==> config.mk <==
export PLATFORM = sky130hd
export DESIGN_NAME = slb_ctrl
export DESIGN_NICKNAME = d
export VERILOG_FILES = /design/src/hw/rtl/slb_pkg.sv /design/src/hw/rtl/slb_ctrl.sv
export SDC_FILE = /design/constraint.sdc
export NUM_CORES = 1
export LEC_CHECK = 0
export BUFFER_PORTS_ARGS = -buffer_cell sky130_fd_sc_hd__buf_4
export CAP_MARGIN = 20
export CORE_AREA = 4 4 41 43
export CTS_CLUSTER_SIZE = 20
export DETAILED_ROUTE_END_ITERATION = 8
export DIE_AREA = 0 0 45 47
export HOLD_SLACK_MARGIN = 0.15
export SYNTH_ARGS = -nofsm -noshare
export SYNTH_HDL_FRONTEND = slang
export SYNTH_SLANG_ARGS = --single-unit
==> constraint.sdc <==
create_clock -name clock -period 2.3 [get_ports clock]
set_input_delay 0.23 -clock clock [delete_from_list [all_inputs] [get_ports clock]]
set_output_delay 0.23 -clock clock [all_outputs]
set_load 0.01 [all_outputs]
==> src/hw/rtl/slb_pkg.sv <==
// Shared types and constants for the server load balancer.
`timescale 1ns / 1ps
package slb_pkg;

   typedef enum logic [2:0] {
      OP_REGISTER   = 3'd0,
      OP_UNREGISTER = 3'd1,
      OP_CHOOSE     = 3'd2,
      OP_ADD        = 3'd3,
      OP_TAKE       = 3'd4
   } op_type;

   typedef enum logic [2:0] {
      ST_OK        = 3'd0,
      ST_ALREADY   = 3'd1,
      ST_NOT_REG   = 3'd2,
      ST_NO_SERVER = 3'd3,
      ST_DUP       = 3'd4,
      ST_FULL      = 3'd5,
      ST_NOT_FOUND = 3'd6
   } status_type;

   typedef enum logic [1:0] {
      STRAT_RR    = 2'd0,
      STRAT_LEAST = 2'd1,
      STRAT_RESP  = 2'd2
   } strat_type;

   typedef enum logic [2:0] {
      S_IDLE,
      S_SLOT_SCAN,
      S_PEND_SCAN,
      S_FINISH,
      S_RESP
   } state_type;

   // controller to datapath
   typedef struct packed {
      logic load;       // capture request beat
      logic slot_clear; // reset slot scan index
      logic slot_step;  // examine one slot
      logic pend_clear; // reset pending scan index
      logic pend_step;  // examine one pending entry
      logic finish;     // apply result and update state
   } cmd_type;

   // datapath to controller
   typedef struct packed {
      logic slot_last;
      logic pend_last;
      logic need_slot;  // op needs the slot scan
      logic need_pend;  // op needs the pending scan
   } sts_type;

endpackage

==> src/hw/rtl/slb_ctrl.sv <==
// Sequencing state machine for the server load balancer.
`timescale 1ns / 1ps
module slb_ctrl
   import slb_pkg::*;
(
   input  logic    clock,
   input  logic    reset,
   input  logic    req_valid,
   output logic    req_stall,
   output logic    rsp_valid,
   input  logic    rsp_stall,
   output logic    csr_ready,
   output cmd_type cmd,
   input  sts_type sts
);

   state_type state_ff, state_in;

   // next state
   always_comb begin
      state_in = state_ff;
      case (state_ff)
         S_IDLE: begin
            if (req_valid) state_in = S_SLOT_SCAN;
         end
         S_SLOT_SCAN: begin
            if (!sts.need_slot || sts.slot_last) state_in = S_PEND_SCAN;
         end
         S_PEND_SCAN: begin
            if (!sts.need_pend || sts.pend_last) state_in = S_FINISH;
         end
         S_FINISH: state_in = S_RESP;
         S_RESP: begin
            if (!rsp_stall) state_in = S_IDLE;
         end
         default: state_in = S_IDLE;
      endcase
   end

   // outputs
   always_comb begin
      cmd        = '0;
      req_stall  = 1'b1;
      rsp_valid  = 1'b0;
      csr_ready  = 1'b0;
      case (state_ff)
         S_IDLE: begin
            req_stall      = 1'b0;
            csr_ready      = 1'b1;
            cmd.load       = req_valid;
            cmd.slot_clear = 1'b1;
            cmd.pend_clear = 1'b1;
         end
         S_SLOT_SCAN: cmd.slot_step = sts.need_slot;
         S_PEND_SCAN: cmd.pend_step = sts.need_pend;
         S_FINISH:    cmd.finish    = 1'b1;
         S_RESP:      rsp_valid     = 1'b1;
         default: ;
      endcase
   end

   always_ff @(posedge clock) begin
      if (reset) state_ff <= S_IDLE;
      else       state_ff <= state_in;
   end

endmodule

-- Yosys cells after proc, flatten, opt, wreduce, memory -nomap -nowiden
Cells that the tools add are included.
- register bits after elaboration: 3
- output and inout bits: 9
- word-level logic and storage cells: 27
- eq/ne operators: 8
- muxes and demuxes: 12
- reductions and logical operators: 6
- operator list (cell ; number):
    $pmux 3 s5 ; 1
    $mux 3 ; 4
    $ne 2x2->1 const B ; 4
    $eq 3x2->1 const B ; 2
    $mux 1 ; 6
    $reduce_and 4->1 ; 1
    $eq 3x1->1 const B ; 1
    $eq 3x3->1 const B ; 1
    $logic_not 3->1 ; 1
    $logic_not 1->1 ; 2
    $logic_or 1x1->1 ; 2
    $mux 2 ; 1

-- Depth between registers and ports, before layout
Gate-level depths: netlist (run 1).
- depth in word-level cells: 4
- mapped depth: 3

-- Worst setup path after synthesis (run 1)
No wires, ideal clock.
- kind: register to output
- from: reg state_ff[1]
- to: out cmd[5] in the netlist's numbering
- arrival time: 1.029 ns
- required time: 2.070 ns
- slack: 1.041 ns
- stages on the path, launching flop included: 4
- cell sequence: dfxtp_1 -> or3_4 -> inv_2 -> and2_1
- RTL lines (item ; RTL line ; RTL):
    from (decl) ; slb_ctrl.sv:17 ; state_type state_ff, state_in;
    from (signal assigned) ; slb_ctrl.sv:64 ; else state_ff <= state_in;
    to (decl) ; slb_ctrl.sv:13 ; output cmd_type cmd,

==> flow_metrics.tcl, run 1 <==
set metrics [dict create \
    p_clk_share_pct 41.8 \
    synth_area_um2 200.2 \
    regMostFlops "state_ff" \
    worstPathArrival_ns 1.32 \
    row_count 13 \
    antenna_found_initial 0 \
    start_util_pct 15.38 \
    clockBufferDepth 2 \
    max-cap-violations 0 \
    slowest_stage "or3_4" \
    comb_power_share_pct 30.2 \
    place_congestion 0.6495 \
    clock_latency_ns 0.23 \
    reg2reg_slack_ns 1.34 \
    dp_slack_ns 0.9950 \
    yosysTopAreaCell "dfxtp_1" \
    syn_inst 23 \
    crit_chain "or3_4, inv_2, and2_1, buf_4" \
    grt_pass1_wl_um 807 \
    post_drt_wl_per_cell_um 9.411 \
    fin_nets 50 \
    ys_seq_area_share_pct 30.00 \
    dp_hpwl_um 423.3 \
    fin_skew_ns 0.0004479 \
    grt_max_degree 10 \
    pin_count 17 \
    wirelength_um 527 \
    die_area_um2 2115 \
    tns_ns 0 \
    cts_max_level 1 \
    yosysWarnings 0 \
    drt_iter0_markers 0 \
    fin_ws_ns 0.7502 \
    ant_nets 0 \
    placedCellCount 52 \
    grt_usage_pct 5.762 \
    io_buffers 16 \
    min_path_cells 2 \
    grt_pass1_vias 207 \
    hold_slack_ns 0.1746 \
    die-width_um 45 \
    async_reset_ff_share_pct 0 \
    synth_seq_cells 3 \
    hold_violations 0 \
    root_buffer "clkbuf_4" \
    internal_power_mw 0.1621 \
    vdd_drop_max_uv 234.5 \
    core-area_um2 1301 \
    drive_above_1_share_pct 58.54 \
    clock-sinks 3 \
    min_period_ns 1.550 \
    pwr-share-seq_pct 28.0 \
    rsz0062_at_grt "no" \
    cp.required_ns 2.07 \
    crit_fanout 9 \
    p_switching_mw 0.06104 \
    synth_edf_count 0 \
    swShare_pct 27.36 \
    diodes 0 \
    cts_tree "built" \
    vias 230 \
    max_freq_mhz 645.3 \
    worst-path-stages 4 \
    path_buf_inv 2 \
    grt-ovfl-total 0 \
    viasPerCell 4.107 \
    startpoint_type "flop" \
    synth.distinct_cells 15 \
    ys.flop_type "dfxtp_1" \
    timing.final.crit_share_pct 67.38 \
    power_leakage_nw 0.1596 \
    hold_class "primary input to flop" \
    worst_path_largest_cell_delay_ns 0.41 \
    synth_top_cells_by_area "dfxtp_1, nand2b_1, buf_4" \
    crit_type "flop to output pin" \
    die_h_um 47 \
    cts.clk_slew.worst_paths_ns 0.04 \
    hold_path.startpoint "reset" \
    rr_endpoint "state_ff[0]" \
    largest_reg_flops 3 \
    status "finished clean" \
    area_delta_synth_final_pct 75.00 \
    ctsResizeCount 0 \
    fin_cells 56 \
    post_cts_buffers 0 \
    slew_headroom_pct 83.03 \
    drc_errors 0 \
    drv_slew 0 \
    setup_viol 0 \
    hold_path_end "state_ff[0]" \
    cp-end-kind "output pin" \
    reg2reg_from "state_ff[1]" \
    ctsHoldBuffers 0 \
    syn_nets 31 \
    largestRegisters "state_ff: 3 flops" \
    r2r_cells 3 \
    cts-buffers-inserted 3 \
    yosysTopAreaCellShare_pct 30.00 \
    powerDensity_nw_per_um2 636.8 \
    tightest_slew_ns 0.2542 \
    crit_family "simple AND/OR/NAND/NOR gates" \
    fillers 166 \
    drtPass1Iterations 1 \
    avgSynthCellArea_um2 8.704 \
]
[cells in the mapped netlist (all sizes together), types with 2 or more instances]
| cell | instances |
|---|---|
| dfxtp | 3 |
| nand2b | 3 |
| a21oi | 2 |
| buf | 2 |
| nand3b | 2 |
| nor2 | 2 |
[power groups by stage]
| stage | combinational [mW] | clock [mW] | sequential, mW |
|---|---|---|---|
| after global routing | 0.0737 | 0.100 | 0.0637 |
| after floorplan | 0.0395 | 0 | 0.0615 |
| after global placement | 0.0683 | 0 | 0.0628 |
| final | 0.0673 | 0.0933 | 0.0625 |
| after detailed placement | 0.0684 | 0 | 0.0633 |
| after CTS | 0.0685 | 0.0980 | 0.0625 |
[cell type report]
class                      instances  area [um^2]  area share (%)
inverter                           1        3.754           1.071
multi-input combinational         17        121.4           34.64
clock buffer                       4        26.28           7.500
tap                               15        18.77           5.357
sequential                         3        60.06           17.14
timing repair buffer              16        120.1           34.29
[cell families after synthesis]
| logic type | synth area share (%) |
|---|---|
| AO/OA/AOI/OAI | 12.50 |
| buffers and inverters | 9.371 |
| flip-flops | 30.00 |
| AND/OR/NAND/NOR | 48.13 |
[stage by stage]
stage          utilization [%]  power [mW]  cell area [um^2]
2_1_floorplan                -      0.1010             200.2
6_report                 26.92      0.2231             350.3
4_1_cts                  26.92      0.2289             350.3
5_1_grt                  26.92      0.2375             350.3
3_5_place_dp             24.90      0.1317             324.1
3_3_place_gp             24.90      0.1310             324.1
[cells in the final DEF (no fill, tap or decap), drive strengths merged]
cell	instances
buf	16
clkbuf	4
a21oi	2
nor3b	1
and3b	1
and4bb	1
or3	1
dfxtp	3
nor2	2
o211ai	1
a211oi	1
nand2b	3
nand3b	2
and2	1
inv	1
and3	1
[metal layers]
metal	track usage (%)	wire length, um
met1	5.669	207
met2	7.627	197
met3	3.448	104
met4	7.018	17
met5	0	0
[worst max path at each step]
stage                           start      to  slack [ns]
after floorplan           state_ff[1]  cmd[5]        1.04
after global placement    state_ff[1]  cmd[5]        1.01
after detailed placement  state_ff[1]  cmd[5]        0.99
after CTS                 state_ff[1]  cmd[5]        0.74
after global routing      state_ff[1]  cmd[5]        0.68
final                     state_ff[1]  cmd[5]        0.75
[worst register-to-register path: cells and delay by family (launching register included)]
family | cells | cell delay, ns
flops | 1 | 0.45
simple gates | 2 | 0.34
compound gates | 1 | 0.05
Power figures use the tool's default switching activity.
==> inputs of run 2 (changes only) <==
Settings changed: ABC_AREA set to 1.
Clock period 2.3 ns to 1.3 ns, I/O delays scaled along.
==> run 2 against run 1 <==
Global-route usage increased by 1.3 points. Flip-flop and latch count unchanged. Hold slack improved by 0.062 ns. Non-clock buffer count increased by 2. Sequential share of layout area decreased by 2.5 points. Largest cell class unchanged. Highest routed layer is now met3. Register-to-register slack got worse by 1.2 ns. Routed wire length increased by 21%.
==> flow_metrics.tcl, run 2 <==
set metrics [dict create \
    die_area_um2 2115 \
    pin_count 17 \
    slew_headroom_pct 86.55 \
    final_cell_mix "buf_4, nor2_1, inv_1" \
    timing.final.crit_share_pct 92.94 \
    synth_edf_count 0 \
    hold_violations 0 \
    yosysTopAreaCell "dfxtp_1" \
    final_common_cell "buf_4" \
    post_drt_wl_per_cell_um 8.101 \
    reg2reg_slack_ns 0.17 \
    dp_hpwl_um 521.5 \
    diodes 0 \
    use_met1_pct 6.335 \
    slowest_stage "dfxtp_1" \
    drtPass1Iterations 4 \
    hold_path_end "state_ff[2]" \
    worst_path_largest_cell_delay_ns 0.35 \
    root_buffer "clkbuf_4" \
    hold_class "primary input to flop" \
    max_freq_mhz 827.7 \
    synth_common_cells "nor2_1, inv_1, nand2_1" \
    grt_pass1_wl_um 1021 \
    core-area_um2 1301 \
    tns_ns 0 \
    worstPathArrival_ns 1.08 \
    ys.flop_type "dfxtp_1" \
    reg2reg_from "state_ff[2]" \
    synth_seq_cells 3 \
    synth.most_common_cell "nor2_1" \
    start_util_pct 20.67 \
    drt_iter0_markers 4 \
    fin_skew_ns 0.001057 \
    vias 303 \
    synth.distinct_cells 14 \
    clock_latency_ns 0.23 \
    max-cap-violations 0 \
    synth_top_cells_by_area "dfxtp_1, nor2_1, inv_1" \
    cp-end-kind "output pin" \
    wirelength_um 640 \
    die_h_um 47 \
    setup_viol 0 \
    fin_cells 79 \
    cts_max_level 1 \
    crit_chain "nor2_4, nand2_1, inv_1, buf_4" \
    power_leakage_nw 0.2445 \
    area_delta_synth_final_pct 59.07 \
    largest_reg_flops 3 \
    drive_above_1_share_pct 43.75 \
    cts.clk_slew.worst_paths_ns 0.04 \
    largestRegisters "state_ff: 3 flops" \
    crit_fanout 5 \
    io_buffers 16 \
    clock-sinks 3 \
    drv_slew 0 \
    ys_seq_area_share_pct 22.33 \
    cp.required_ns 1.17 \
    status "finished clean" \
    cts_tree "built" \
    min_period_ns 1.208 \
    tightest_slew_ns 0.2015 \
    grt-ovfl-total 0 \
    antenna_found_initial 0 \
    hold_path.startpoint "rsp_stall" \
    die-width_um 45 \
    vdd_drop_max_uv 844.3 \
    grt_usage_pct 7.019 \
    syn_inst 45 \
    fin_nets 73 \
    row_count 13 \
    syn_nets 53 \
    regMostFlops "state_ff" \
    cts-buffers-inserted 3 \
    rr_endpoint "state_ff[1]" \
    rsz0062_at_grt "no" \
    yosysTopAreaCellShare_pct 22.33 \
    ant_nets 0 \
    grt_use_met3_pct 5.747 \
    yosysWarnings 0 \
    startpoint_type "flop" \
    min_path_cells 3 \
    place_congestion 0.6614 \
    synth_area_um2 269.0 \
    clockBufferDepth 2 \
    drc_errors 0 \
    placedCellCount 73 \
    powerDensity_nw_per_um2 2306 \
    crit_type "flop to output pin" \
    avgSynthCellArea_um2 5.978 \
    use_met2_pct 12.15 \
    r2r_cells 8 \
    grt_max_degree 9 \
    fillers 155 \
    async_reset_ff_share_pct 0 \
    grt_pass1_vias 263 \
    viasPerCell 3.835 \
    grt.busiest_layer "met2" \
]
run 2: changes by cell type after synthesis, sizes merged, moves of 2 or more:
cell / change
nor3: +2
inv: +8
nand2: +9
nor2: +10
nand3: +5
nand2b: -3
nand3b: -2
run 2: cell type report:
cell class / instances / area (um^2) / area share [%]
inverters: 9 / 33.78 / 7.895
repair buffers: 18 / 137.6 / 32.16
flip-flops and latches: 3 / 62.56 / 14.62
clock buffers: 4 / 26.28 / 6.140
well taps: 15 / 18.77 / 4.386
multi-input cells: 30 / 148.9 / 34.80
run 2: metrics by stage:
step	utilization (%)	hold slack, ns	area (um^2)	worst slack [ns]	power, mW
finish	32.88	0.2367	427.9	0.09180	0.9869
global route	32.88	0.2340	427.9	0.003782	1.092
CTS	32.12	0.2297	417.9	0.01763	0.9779
detailed placement	29.33	0.3028	381.6	0.1636	0.8052
global placement	29.33	0.3107	381.6	0.1931	0.7983
floorplan	-	0.1991	269.0	0.2363	0.6369
run 2: layer usage:
metal  up-vias  wire length, um
met2        12              302
met4         0                0
met3         0               81
met1       122              256
met5         -                0
li1        169                -
run 2: kinds of logic (layout without fill, tap and decap cells):
logic type,Yosys count,in the layout,synth area share [%]
simple gates,28,28,50.70
buf+inv,12,31,22.32
flops,3,3,22.33
compound gates,2,2,4.650
run 2: timing repair:
action / CTS / global route
gates resized for setup: 0 / 2
hold buffers: 1 / 0
endpoints found under the setup margin: 0 / 7
buffers inserted: 0 / 1
hold endpoints to repair: 1 / 0
run 2: worst max path at each step:
| stage | from | end | slack (ns) | cells after the start |
|---|---|---|---|---|
| 4_1_cts | state_ff[1] | csr_ready | 0.02 | 4 |
| 3_3_place_gp | state_ff[1] | state_ff[1] | 0.19 | 7 |
| 5_1_grt | state_ff[2] | cmd[5] | 0.004 | 4 |
| 2_1_floorplan | state_ff[0] | cmd[2] | 0.24 | 4 |
| 3_5_place_dp | state_ff[1] | state_ff[1] | 0.16 | 7 |
| 6_report | state_ff[2] | csr_ready | 0.09 | 4 |
run 2: power breakdown:
group / internal [mW] / total [mW] / leakage, nW / switching, mW
logic: 0.303 / 0.617 / 0.204 / 0.315
registers: 0.135 / 0.209 / 0.0253 / 0.0736
clock network: 0.115 / 0.161 / 0.0150 / 0.0459
run 2: critical path: cells and delay by family (launching register included):
| kind | cells | cell delay (ns) |
|---|---|---|
| buffers and inverters | 2 | 0.23 |
| DFF | 1 | 0.35 |
| and+or+nand+nor | 2 | 0.27 |
==> inputs of run 3 (changes only) <==
Settings changed: CTS_BUF_LIST set to sky130_fd_sc_hd__clkbuf_4 sky130_fd_sc_hd__clkbuf_8 sky130_fd_sc_hd__clkbuf_16.
==> run 3 against run 2 <==
Routed wire length increased by 0.16%. Non-clock buffer count unchanged. Combinational power about the same. Utilization up 0.29 points. Critical path type unchanged. Critical endpoint unchanged. Largest cell class unchanged. Largest power group unchanged. Highest routed layer unchanged.
==> flow_metrics.tcl, run 3 (same netlist as run 2, synthesis figures left out) <==
set metrics [dict create \
    startpoint_type "flop" \
    cp.required_ns 1.17 \
    viasPerCell 3.835 \
    power_leakage_nw 0.2480 \
    hold_path_end "state_ff[2]" \
    path_buf_inv 2 \
    grt-ovfl-total 0 \
    setup_viol 0 \
    slew_headroom_pct 86.55 \
    min_path_cells 3 \
    ant_nets 0 \
    grt_max_degree 9 \
    reg2reg_from "state_ff[2]" \
    max-cap-violations 0 \
    vdd_drop_max_uv 844.3 \
    drive_above_1_share_pct 45.31 \
    worst_path_largest_cell_delay_ns 0.35 \
    crit_type "flop to output pin" \
    dp_hpwl_um 521.5 \
    max_freq_mhz 827.2 \
    fillers 155 \
    crit_fanout 5 \
    start_util_pct 20.67 \
    grt_pass1_vias 265 \
    row_count 13 \
    drtPass1Iterations 4 \
    min_period_ns 1.209 \
    regMostFlops "state_ff" \
    core-area_um2 1301 \
    hold_violations 0 \
    internal_power_mw 0.5736 \
    cts_max_level 1 \
    pwr-share-seq_pct 20.7 \
    fin_skew_ns 0.0009029 \
    crit_family "flip-flops" \
    drv_slew 0 \
    place_congestion 0.6614 \
    drt_iter0_markers 4 \
    worstPathArrival_ns 1.08 \
    multi_input_area_um2 148.9 \
    p_clk_share_pct 18.1 \
    status "finished clean" \
    io_buffers 16 \
    crit_chain "nor2_4, nand2_1, inv_1, buf_4" \
    worst-path-stages 4 \
    fin_nets 73 \
    largest_reg_flops 3 \
    cts.clk_slew.worst_paths_ns 0.04 \
    comb_power_share_pct 61.2 \
    pin_count 17 \
    vias 303 \
    clock_latency_ns 0.23 \
    root_buffer "clkbuf_4" \
    cts_tree "built" \
    reg2reg_slack_ns 0.17 \
    p_total_mw 1.008 \
    rr_endpoint "state_ff[1]" \
    grt_usage_pct 7.256 \
    wirelength_um 641 \
    hold_slack_ns 0.2360 \
    p_switching_mw 0.4346 \
    fin_ws_ns 0.09112 \
    clockBufferDepth 2 \
    area_delta_synth_final_pct 60.47 \
    dp_slack_ns 0.1636 \
    cp-end-kind "output pin" \
    die_h_um 47 \
    hold_class "primary input to flop" \
    final_cell_mix "buf_4, nor2_1, inv_1" \
    tightest_slew_ns 0.2015 \
    seq_area_um2 62.56 \
    cts-buffers-inserted 3 \
    post_drt_wl_per_cell_um 8.114 \
    final_common_cell "buf_4" \
    die_area_um2 2115 \
    r2r_cells 8 \
    hold_path.startpoint "rsp_stall" \
    timing.final.crit_share_pct 92.99 \
    drc_errors 0 \
    diodes 0 \
    tns_ns 0 \
    rsz0062_at_grt "no" \
    powerDensity_nw_per_um2 2336 \
    grt_pass1_wl_um 1041 \
    swShare_pct 43.11 \
    slowest_stage "dfxtp_1" \
    clock-sinks 3 \
    largestRegisters "state_ff: 3 flops" \
    die-width_um 45 \
    antenna_found_initial 0 \
]
-- run 3: timing repair --
item                       in CTS  in global routing
hold buffers                    1                  0
setup endpoints to repair       0                  7
hold endpoints to repair        1                  0
buffers inserted                0                  1
resized for setup               0                  2
-- run 3: worst min-delay path: stages --
cell and delay [ns]:
buf_4 0.11, nand3_1 0.11, a21oi_1 0.07
-- run 3: per-layer routing --
| layer | global-route usage, % | part of all wire [%] | vias up |
|---|---|---|---|
| met2 | 12.15 | 47 | 11 |
| li1 | - | - | 169 |
| met3 | 5.747 | 11 | 0 |
| met5 | 0 | 0 | - |
| met4 | 3.509 | 0 | 0 |
| met1 | 6.335 | 41 | 123 |
-- run 3: how the worst max path moves through the flow --
stage,startpoint,endpoint,slack (ns)
after global routing,state_ff[2],cmd[5],0.0004
final,state_ff[2],csr_ready,0.09
after floorplan,state_ff[0],cmd[2],0.24
after detailed placement,state_ff[1],state_ff[1],0.16
after global placement,state_ff[1],state_ff[1],0.19
after CTS,state_ff[1],csr_ready,0.02
-- run 3: metrics by stage --
step           cell area, um^2  util (%)  instances
2_1_floorplan            269.0         -         45
3_3_place_gp             381.6     29.33         73
3_5_place_dp             381.6     29.33         73
4_1_cts                  421.7     32.40         78
5_1_grt                  431.7     33.17         79
6_report                 431.7     33.17         79
-- run 3: area by class of cell --
| class | instances | share of cell area [%] |
|---|---|---|
| inverters | 9 | 7.826 |
| well taps | 15 | 4.348 |
| repair buffers | 18 | 31.88 |
| flip-flops and latches | 3 | 14.49 |
| multi-input cells | 30 | 34.49 |
| clock buffers | 4 | 6.957 |
-- run 3: power groups by stage --
stage	clock network (mW)	registers [mW]	logic, mW
2_1_floorplan	0	0.165	0.472
3_3_place_gp	0	0.201	0.598
3_5_place_dp	0	0.203	0.602
4_1_cts	0.194	0.201	0.605
5_1_grt	0.211	0.221	0.683
6_report	0.182	0.209	0.617
